**src/hw/rtl/co2bcd_pkg.sv**
```systemverilog
package co2bcd_pkg;

    // Field widths
    localparam int SMP_W   = 16;
    localparam int PCT_W   = 7;
    localparam int CNT_W   = 16;
    localparam int TOT_W   = 32;
    localparam int EDGE_W  = 2;
    localparam int PROD_W  = SMP_W + PCT_W;

    // APB register map: one 32-bit word per register
    localparam int APB_AW    = 3;
    localparam int APB_DW    = 32;
    localparam int REG_IDX_W = 1;

    localparam logic [REG_IDX_W-1:0] REG_RISE_PCT = 1'b0;
    localparam logic [REG_IDX_W-1:0] REG_FALL_PCT = 1'b1;

    localparam logic [PCT_W-1:0] RISE_PCT_RST = 7'd30;
    localparam logic [PCT_W-1:0] FALL_PCT_RST = 7'd30;

    // Percent scale used in the cross-multiplied threshold test
    localparam logic [PCT_W-1:0] PCT_SCALE = 7'd100;

    typedef enum logic {
        OP_SAMPLE = 1'b0,
        OP_REPORT = 1'b1
    } t_op;

    typedef enum logic [EDGE_W-1:0] {
        EDGE_NONE   = 2'd0,
        EDGE_PEAK   = 2'd1,
        EDGE_TROUGH = 2'd2
    } t_edge;

endpackage

```
**src/hw/rtl/co2bcd_smp_if.sv**
```systemverilog
interface co2bcd_smp_if;
    logic                           valid;
    logic                           ready;
    logic                           operation;
    logic [co2bcd_pkg::SMP_W-1:0]   sample_ppm;

    modport source (output valid, output operation, output sample_ppm, input ready);
    modport sink   (input valid, input operation, input sample_ppm, output ready);
endinterface

```
**src/hw/rtl/co2bcd_res_if.sv**
```systemverilog
interface co2bcd_res_if;
    logic                           valid;
    logic                           ready;
    logic [co2bcd_pkg::EDGE_W-1:0]  edge_event;
    logic [co2bcd_pkg::CNT_W-1:0]   breath_count;
    logic [co2bcd_pkg::TOT_W-1:0]   co2_total;
    logic                           is_report;

    modport source (output valid, output edge_event, output breath_count,
                    output co2_total, output is_report, input ready);
    modport sink   (input valid, input edge_event, input breath_count,
                    input co2_total, input is_report, output ready);
endinterface

```
**src/hw/rtl/co2bcd_ram.sv**
```systemverilog
module co2bcd_ram #(
    parameter int WIDTH = 16,
    parameter int DEPTH = 10
) (
    input  logic                     i_clk,
    input  logic                     i_wr_en,
    input  logic [$clog2(DEPTH)-1:0] i_wr_addr,
    input  logic [WIDTH-1:0]         i_wr_data,
    input  logic                     i_rd_en,
    input  logic [$clog2(DEPTH)-1:0] i_rd_addr,
    output logic [WIDTH-1:0]         o_rd_data
);

    logic [WIDTH-1:0] r_mem [DEPTH];
    logic [WIDTH-1:0] r_rd_data;

    // Read-first: a read and write to the same address return the old data
    always_ff @(posedge i_clk) begin
        if (i_wr_en) begin
            r_mem[i_wr_addr] <= i_wr_data;
        end
        if (i_rd_en) begin
            r_rd_data <= r_mem[i_rd_addr];
        end
    end

    assign o_rd_data = r_rd_data;

endmodule

```
**src/hw/rtl/co2_breath_cycle_detector_core.sv**
```systemverilog
// CO2 breath cycle detector. Each sample transaction compares the newest stored
// sample with the one WINDOW_LEN-1 samples older (exact cross-multiplied percent
// test against rise_pct / fall_pct), marks a peak on a rise in the low phase and
// a trough on a fall in the high phase, and on a trough adds |peak - trough| to a
// saturating total and bumps a saturating breath count. Every transaction returns
// one result; a report transaction returns the totals and then clears them. The
// sample window sits in a circular buffer RAM; slots not yet written read as zero,
// and while the oldest sample is zero nothing is detected. Throughput is one
// transaction per cycle while the result output is not stalled. The RAM read of
// the oldest sample runs while the transaction sits in stage 1; the compare and
// update are then registered into the output register. rise_pct at byte address 0,
// fall_pct at 4; write them only while no transaction is in flight.
module co2_breath_cycle_detector_core #(
    parameter int WINDOW_LEN = 10
) (
    input  logic                           i_clk,
    input  logic                           i_rst_n,
    co2bcd_smp_if.sink                     i_smp,
    co2bcd_res_if.source                   o_res,
    input  logic                           psel,
    input  logic                           penable,
    input  logic                           pwrite,
    input  logic [co2bcd_pkg::APB_AW-1:0]  paddr,
    input  logic [co2bcd_pkg::APB_DW-1:0]  pwdata,
    output logic [co2bcd_pkg::APB_DW-1:0]  prdata,
    output logic                           pready
);

    import co2bcd_pkg::*;

    localparam int             AW   = $clog2(WINDOW_LEN);
    localparam logic [AW-1:0]  LAST = AW'(WINDOW_LEN - 1);

    // Configuration
    logic [PCT_W-1:0]     r_rise_pct;
    logic [PCT_W-1:0]     r_fall_pct;
    logic [REG_IDX_W-1:0] cfg_idx;
    logic                 cfg_wr;

    // Window write side
    logic [AW-1:0]    r_wp;
    logic             r_full;
    logic [SMP_W-1:0] r_newest;
    logic [SMP_W-1:0] ram_q;

    // Stage 1 (RAM read in flight)
    logic             r_s1_valid;
    t_op              r_s1_op;
    logic [SMP_W-1:0] r_s1_newest;
    logic             r_s1_full;

    // Detector state
    logic             r_above;
    logic [SMP_W-1:0] r_peak;
    logic [CNT_W-1:0] r_tally;
    logic [TOT_W-1:0] r_acc;

    // Output register
    logic             r_o_valid;
    t_edge            r_o_edge;
    logic [CNT_W-1:0] r_o_count;
    logic [TOT_W-1:0] r_o_total;
    logic             r_o_report;

    // Handshake
    logic in_acc;
    logic smp_wr;
    logic out_free;
    logic s1_adv;

    // Stage 1 combinational results
    logic [SMP_W-1:0]  oldest;
    logic [SMP_W-1:0]  up_diff;
    logic [SMP_W-1:0]  dn_diff;
    logic [SMP_W-1:0]  pk_diff;
    logic [PROD_W-1:0] up_scaled;
    logic [PROD_W-1:0] dn_scaled;
    logic [PROD_W-1:0] rise_thr;
    logic [PROD_W-1:0] fall_thr;
    logic              rise;
    logic              fall;
    logic [TOT_W:0]    acc_sum;
    logic              n_above;
    logic [SMP_W-1:0]  n_peak;
    logic [CNT_W-1:0]  n_tally;
    logic [TOT_W-1:0]  n_acc;
    t_edge             n_edge;
    logic [CNT_W-1:0]  n_o_count;
    logic [TOT_W-1:0]  n_o_total;

    // APB register file
    assign pready  = 1'b1;
    assign cfg_idx = paddr[APB_AW-1 -: REG_IDX_W];
    assign cfg_wr  = psel && penable && pwrite && pready;

    always_ff @(posedge i_clk) begin
        if (!i_rst_n) begin
            r_rise_pct <= RISE_PCT_RST;
            r_fall_pct <= FALL_PCT_RST;
        end else if (cfg_wr) begin
            case (cfg_idx)
                REG_RISE_PCT: r_rise_pct <= pwdata[PCT_W-1:0];
                REG_FALL_PCT: r_fall_pct <= pwdata[PCT_W-1:0];
                default:      ;
            endcase
        end
    end

    always_comb begin
        case (cfg_idx)
            REG_RISE_PCT: prdata = APB_DW'(r_rise_pct);
            REG_FALL_PCT: prdata = APB_DW'(r_fall_pct);
            default:      prdata = '0;
        endcase
    end

    // Flow control: stage 1 moves when the output register is free; no input during reset
    assign out_free    = !r_o_valid || o_res.ready;
    assign s1_adv      = r_s1_valid && out_free;
    assign i_smp.ready = i_rst_n && (!r_s1_valid || out_free);
    assign in_acc      = i_smp.valid && i_smp.ready;
    assign smp_wr      = in_acc && (t_op'(i_smp.operation) == OP_SAMPLE);

    // Circular window: the slot about to be overwritten holds the oldest sample
    co2bcd_ram #(
        .WIDTH (SMP_W),
        .DEPTH (WINDOW_LEN)
    ) u_window (
        .i_clk     (i_clk),
        .i_wr_en   (smp_wr),
        .i_wr_addr (r_wp),
        .i_wr_data (i_smp.sample_ppm),
        .i_rd_en   (smp_wr),
        .i_rd_addr (r_wp),
        .o_rd_data (ram_q)
    );

    always_ff @(posedge i_clk) begin
        if (!i_rst_n) begin
            r_wp     <= '0;
            r_full   <= 1'b0;
            r_newest <= '0;
        end else if (smp_wr) begin
            r_wp     <= (r_wp == LAST) ? '0 : r_wp + AW'(1);
            r_full   <= r_full || (r_wp == LAST);
            r_newest <= i_smp.sample_ppm;
        end
    end

    // Stage 1 registers
    always_ff @(posedge i_clk) begin
        if (!i_rst_n) begin
            r_s1_valid <= 1'b0;
        end else if (in_acc) begin
            r_s1_valid <= 1'b1;
        end else if (s1_adv) begin
            r_s1_valid <= 1'b0;
        end
    end

    always_ff @(posedge i_clk) begin
        if (in_acc) begin
            r_s1_op     <= t_op'(i_smp.operation);
            r_s1_newest <= r_newest;
            r_s1_full   <= r_full;
        end
    end

    // Threshold tests, cross-multiplied
    assign oldest    = r_s1_full ? ram_q : '0;
    assign up_diff   = r_s1_newest - oldest;
    assign dn_diff   = oldest - r_s1_newest;
    assign up_scaled = PROD_W'(up_diff) * PROD_W'(PCT_SCALE);
    assign dn_scaled = PROD_W'(dn_diff) * PROD_W'(PCT_SCALE);
    assign rise_thr  = PROD_W'(r_rise_pct) * PROD_W'(oldest);
    assign fall_thr  = PROD_W'(r_fall_pct) * PROD_W'(oldest);
    assign rise      = (r_s1_newest > oldest) && (up_scaled > rise_thr);
    assign fall      = (oldest > r_s1_newest) && (dn_scaled > fall_thr);
    assign pk_diff   = (r_peak > oldest) ? r_peak - oldest : oldest - r_peak;
    assign acc_sum   = {1'b0, r_acc} + (TOT_W + 1)'(pk_diff);

    // Next state and result
    always_comb begin
        n_above   = r_above;
        n_peak    = r_peak;
        n_tally   = r_tally;
        n_acc     = r_acc;
        n_edge    = EDGE_NONE;
        n_o_count = r_tally;
        n_o_total = r_acc;
        case (r_s1_op)
            OP_REPORT: begin
                n_tally = '0;
                n_acc   = '0;
            end
            OP_SAMPLE: begin
                if (oldest != '0) begin
                    if (rise && !r_above) begin
                        n_peak  = oldest;
                        n_above = 1'b1;
                        n_edge  = EDGE_PEAK;
                    end else if (fall && r_above) begin
                        n_above = 1'b0;
                        n_edge  = EDGE_TROUGH;
                        n_acc   = acc_sum[TOT_W] ? '1 : acc_sum[TOT_W-1:0];
                        n_tally = (r_tally == '1) ? r_tally : r_tally + CNT_W'(1);
                    end
                end
                n_o_count = n_tally;
                n_o_total = n_acc;
            end
            default: ;
        endcase
    end

    always_ff @(posedge i_clk) begin
        if (!i_rst_n) begin
            r_above <= 1'b0;
            r_peak  <= '0;
            r_tally <= '0;
            r_acc   <= '0;
        end else if (s1_adv) begin
            r_above <= n_above;
            r_peak  <= n_peak;
            r_tally <= n_tally;
            r_acc   <= n_acc;
        end
    end

    // Output register
    always_ff @(posedge i_clk) begin
        if (!i_rst_n) begin
            r_o_valid <= 1'b0;
        end else if (out_free) begin
            r_o_valid <= r_s1_valid;
        end
    end

    always_ff @(posedge i_clk) begin
        if (s1_adv) begin
            r_o_edge   <= n_edge;
            r_o_count  <= n_o_count;
            r_o_total  <= n_o_total;
            r_o_report <= (r_s1_op == OP_REPORT);
        end
    end

    assign o_res.valid        = r_o_valid;
    assign o_res.edge_event   = r_o_edge;
    assign o_res.breath_count = r_o_count;
    assign o_res.co2_total    = r_o_total;
    assign o_res.is_report    = r_o_report;

endmodule

```
**src/flat_wrapper.sv**
```systemverilog
// flat-port wrapper written by rule: the top's interface ports become plain ports
module co2_breath_cycle_detector_core_flat import co2bcd_pkg::*;
#(
    parameter int WINDOW_LEN = 10
)
  (i_clk, i_rst_n, psel, penable, pwrite, paddr, pwdata, prdata, pready, i_smp_valid, i_smp_operation, i_smp_sample_ppm, i_smp_ready, o_res_valid, o_res_edge_event, o_res_breath_count, o_res_co2_total, o_res_is_report, o_res_ready);
  co2bcd_smp_if i_smp_i ();
  co2bcd_res_if o_res_i ();
  input  logic i_clk;
  input  logic i_rst_n;
  input  logic psel;
  input  logic penable;
  input  logic pwrite;
  input  logic [co2bcd_pkg::APB_AW-1:0] paddr;
  input  logic [co2bcd_pkg::APB_DW-1:0] pwdata;
  output logic [co2bcd_pkg::APB_DW-1:0] prdata;
  output logic pready;
  input wire logic [$bits(i_smp_i.valid)-1:0] i_smp_valid;
  input wire logic [$bits(i_smp_i.operation)-1:0] i_smp_operation;
  input wire logic [$bits(i_smp_i.sample_ppm)-1:0] i_smp_sample_ppm;
  output wire logic [$bits(i_smp_i.ready)-1:0] i_smp_ready;
  output wire logic [$bits(o_res_i.valid)-1:0] o_res_valid;
  output wire logic [$bits(o_res_i.edge_event)-1:0] o_res_edge_event;
  output wire logic [$bits(o_res_i.breath_count)-1:0] o_res_breath_count;
  output wire logic [$bits(o_res_i.co2_total)-1:0] o_res_co2_total;
  output wire logic [$bits(o_res_i.is_report)-1:0] o_res_is_report;
  input wire logic [$bits(o_res_i.ready)-1:0] o_res_ready;
  assign i_smp_i.valid = i_smp_valid;
  assign i_smp_i.operation = i_smp_operation;
  assign i_smp_i.sample_ppm = i_smp_sample_ppm;
  assign i_smp_ready = i_smp_i.ready;
  assign o_res_valid = o_res_i.valid;
  assign o_res_edge_event = o_res_i.edge_event;
  assign o_res_breath_count = o_res_i.breath_count;
  assign o_res_co2_total = o_res_i.co2_total;
  assign o_res_is_report = o_res_i.is_report;
  assign o_res_i.ready = o_res_ready;
  co2_breath_cycle_detector_core #(.WINDOW_LEN(WINDOW_LEN)) u_core (.i_clk(i_clk), .i_rst_n(i_rst_n), .i_smp(i_smp_i), .o_res(o_res_i), .psel(psel), .penable(penable), .pwrite(pwrite), .paddr(paddr), .pwdata(pwdata), .prdata(prdata), .pready(pready));
endmodule
```
**config.mk**
```make
export PLATFORM = sky130hd
export DESIGN_NAME = co2_breath_cycle_detector_core_flat
export DESIGN_NICKNAME = d
export VERILOG_FILES = /design/src/hw/rtl/co2bcd_pkg.sv /design/src/hw/rtl/co2bcd_smp_if.sv /design/src/hw/rtl/co2bcd_res_if.sv /design/src/hw/rtl/co2bcd_ram.sv /design/src/hw/rtl/co2_breath_cycle_detector_core.sv /design/src/flat_wrapper.sv
export SDC_FILE = /design/constraint.sdc
export NUM_CORES = 1
export LEC_CHECK = 0
export BUFFER_PORTS_ARGS = -buffer_cell sky130_fd_sc_hd__buf_2
export CORE_MARGIN = 10
export CORE_UTILIZATION = 55
export DETAILED_ROUTE_END_ITERATION = 12
export GPL_TIMING_DRIVEN = 0
export HOLD_SLACK_MARGIN = 0.02
export PLACE_DENSITY = 0.84
export SYNTH_ARGS = -nofsm -noshare
export SYNTH_HDL_FRONTEND = slang
export SYNTH_SLANG_ARGS = --single-unit
```
**constraint.sdc**
```tcl
create_clock -name i_clk -period 8.3 [get_ports i_clk]
set_clock_uncertainty 0.2 [all_clocks]
set_input_delay 0.415 -clock i_clk [delete_from_list [all_inputs] [get_ports i_clk]]
set_output_delay 0.415 -clock i_clk [all_outputs]
set_load 0.02 [all_outputs]
```
==> metrics <==
Placed Cells 3690; Post-synth EDFFs 245; Sequential cell area 9400 um2; fin crit share 0.986; gpl congestion 0.996; CTS clk-pin slew, worst paths 70 ps; maximum clock rate 122 MHz; final net count 3633; WL/cell 20.3 um; predominant post-synthesis flop cell edfxtp_1; slew of the pin with the lowest slew margin 1290 ps; final slew viol count 0; GRT Residual Overflow 0; # fillers 4025; Worst setup SP type flip-flop; post-synthesis sequential area ratio 0.328; Worst EP required 8370 ps; Hold Fails Final Rpt 0; Critical Path End Type flip-flop; Gate Count Post-Synth 2886; DRT iter0 DRCs 2529; die width 248 um; PnR worst setup slack 118 ps; largest net degree at the start of global routing 45; num rows 83; Clk Latency, worst-skew pair 570 ps; critical path class flip-flop to flip-flop; vias in the first global route 21900; Clock Tree Buf Depth 3; die area 61700 um2; Seq cells post-synth 347; most used cell along the critical path ha_1; Setup-failing EPs final 0; CP max-delay cell fa_1; Non-Filler Instances 3808; cts bufs inserted 36; first-pass GRT wire length 120 mm; Vias/cell 5.98; Root Driver clkbuf_16; starting density of the core 0.557; CTS H-Tree Depth 2; Final Critical Period 8180 ps; Pwr Density 190 nW/um2; area delta synth->final 12.9%; io pins 145; status finished clean; GRT Util Overall 0.237; Leakage 14.5 nW; post-route ant nets 0; CP delay by family, top simple AND/OR/NAND/NOR gates; worst vdd ir 230 uV; CTS tree yes; Clock Sinks 347; maxcap violations 0; YS warnings 0; max incr delay on CP 530 ps; WL final 77.2 mm; layout cell share with drive strength beyond 1 0.131; worst-path maximum fanout 10; Antenna Cells 0; Mapped Area 28700 um2; Slew headroom 0.140; worst min-delay path class input pin to flip-flop; pre-CTS setup slack -2350 ps; synth unique cells 80; multi-input logic area 18000 um2; CP arrival 8260 ps; average size of a mapped cell 9.94 um2; Buffers & Inverters on Critical Path 7; initial antenna violation count 1; residual DRC count 0; drt pass-1 iters 6; total number of vias 22800; dpl hpwl 58.4 mm; chip height 248 um; FFs w/ async S/R, synth 0; total core area 51500 um2; number of port buffers 90
## placed cells by master, fill, tap and decap left out, drive strengths merged, types with 7 or more instances in the layout
master / Yosys / routed
nor3: 49 / 49
and2: 36 / 36
a21o: 56 / 56
fa: 165 / 165
a211oi: 40 / 40
o21ai: 85 / 85
mux4: 32 / 32
clkbuf: 100 / 139
xor2: 47 / 47
edfxtp: 245 / 245
a21oi: 150 / 150
o21a: 14 / 14
clkinv: 3 / 10
mux2: 15 / 15
and3: 185 / 185
o22ai: 8 / 8
a311oi: 7 / 7
dlygate4sd3: 0 / 24
dfxtp: 102 / 102
inv: 282 / 285
or3: 18 / 18
nand2b: 20 / 20
xnor2: 77 / 77
conb: 2 / 26
a31oi: 41 / 41
nand3: 63 / 63
mux2i: 45 / 45
nand4: 16 / 16
nor2: 119 / 119
buf: 56 / 192
nor4: 15 / 15
a21boi: 38 / 38
ha: 309 / 309
a211o: 7 / 7
a41oi: 7 / 7
nand2: 274 / 274
nor2b: 49 / 49
o211ai: 10 / 10
o21bai: 18 / 18
## flip-flops by register name (all words and copies together) (netlist names)
| register | count |
|---|---|
| u_core.o_res.co2_total | 32 |
| u_core.r_full | 1 |
| u_core.u_window.r_mem | 160 |
| u_core.o_res.breath_count | 16 |
| u_core.r_s1_full | 1 |
| u_core.r_s1_valid | 1 |
| u_core.r_rise_pct | 7 |
| u_core.o_res.edge_event | 2 |
| u_core.r_acc | 32 |
| u_core.o_res.is_report | 1 |
| u_core.r_above | 1 |
| u_core.u_window.o_rd_data | 16 |
| u_core.r_wp | 4 |
| u_core.r_s1_newest | 16 |
| u_core.r_fall_pct | 7 |
| u_core.r_s1_op | 1 |
| u_core.r_newest | 16 |
| u_core.r_peak | 16 |
| u_core.r_tally | 16 |
| u_core.o_res.valid | 1 |
## per-layer routing
metal,vias to the layer above,GRT usage,wire [um]
li1,10600,-,-
met1,10900,0.307,30500
met2,1119,0.398,36700
met3,198,0.0329,6690
met4,0,0.0891,3370
met5,-,0,0
## synth_stat cells, drive strengths merged, types with 16 or more instances
master,instances,area share
xor2,47,0.014
a21o,56,0.015
and2,36,0.0078
nand3,63,0.011
or3,18,0.0039
mux2i,45,0.016
nor3,49,0.0089
and3,185,0.040
fa,165,0.12
clkbuf,100,0.013
nand2,274,0.036
o21ai,85,0.015
mux4,32,0.025
a21oi,150,0.026
dfxtp,102,0.071
nand2b,20,0.0044
a31oi,41,0.0092
a21boi,38,0.0099
ha,309,0.13
nand4,16,0.0035
buf,56,0.012
nor2,119,0.016
nor2b,49,0.011
o21bai,18,0.0047
xnor2,77,0.024
a211oi,40,0.011
edfxtp,245,0.26
inv,282,0.037
## path summary, 6_finish.rpt
kind                                        start                                      end  slack, ps  cells after the start
setup reg to reg       u_core.r_s1_full$_DFFE_PP_  u_core.o_res.breath_count[12]$_DFFE_PP_        120                     36
setup / recovery       u_core.r_s1_full$_DFFE_PP_  u_core.o_res.breath_count[12]$_DFFE_PP_        120                     36
hold reg to reg   u_core.r_newest[7]$_SDFFE_PN0P_          u_core.r_s1_newest[7]$_DFFE_PP_        230                      0
hold / removal                i_smp_sample_ppm[5]    u_core.u_window.r_mem[2][5]$_DFFE_PP_         40                      1
## repair_timing
item,4_1_cts,5_1_grt
gates resized for setup,70,85
gates cloned,0,1
pin swaps,8,22
buffers inserted,12,19
endpoints found under the hold margin,162,0
hold buffers,24,0
setup endpoints to repair,115,114
## cell families after synthesis
logic type                 count (synthesis)  share of synthesized area
adders and majority gates                474                      0.250
muxes                                     92                     0.0467
xor gates and xnor gates                 124                     0.0379
AOI/OAI and AO/OA                        536                      0.123
other                                      2                   0.000262
buffers and inverters                    441                     0.0625
DFF                                      347                      0.328
and+or+nand+nor                          870                      0.152
## layout make-up
| cell class | count | share of cell area |
|---|---|---|
| plain buffers | 152 | 0.0242 |
| clock buffers | 47 | 0.0297 |
| clock inverters | 19 | 0.00699 |
| inverters | 285 | 0.0335 |
| multi-input cells | 2122 | 0.557 |
| flip-flops and latches | 347 | 0.290 |
| well taps | 680 | 0.0263 |
| repair buffers | 156 | 0.0323 |
## stage by stage
stage / instance area [um2] / TNS, ps / hold WS, ps / util / power [mW]
floorplan: 28800 / 0 / 208 / - / 3.80
finish: 32400 / 0 / 35.3 / 0.629 / 6.16
global placement: 30100 / -211710 / 212 / 0.584 / 4.28
detailed placement: 30200 / -219610 / 215 / 0.587 / 4.35
global route: 32400 / -1960 / 35.4 / 0.629 / 6.54
CTS: 32000 / 0 / 23.4 / 0.621 / 6.05
## where the power goes
part | switching (mW) | internal [mW] | total, mW
sequential | 0.0234 | 1.88 | 1.90
combinational | 1.50 | 1.12 | 2.61
clock | 0.710 | 0.930 | 1.64
Note: power is estimated with default switching activity, not from simulation.
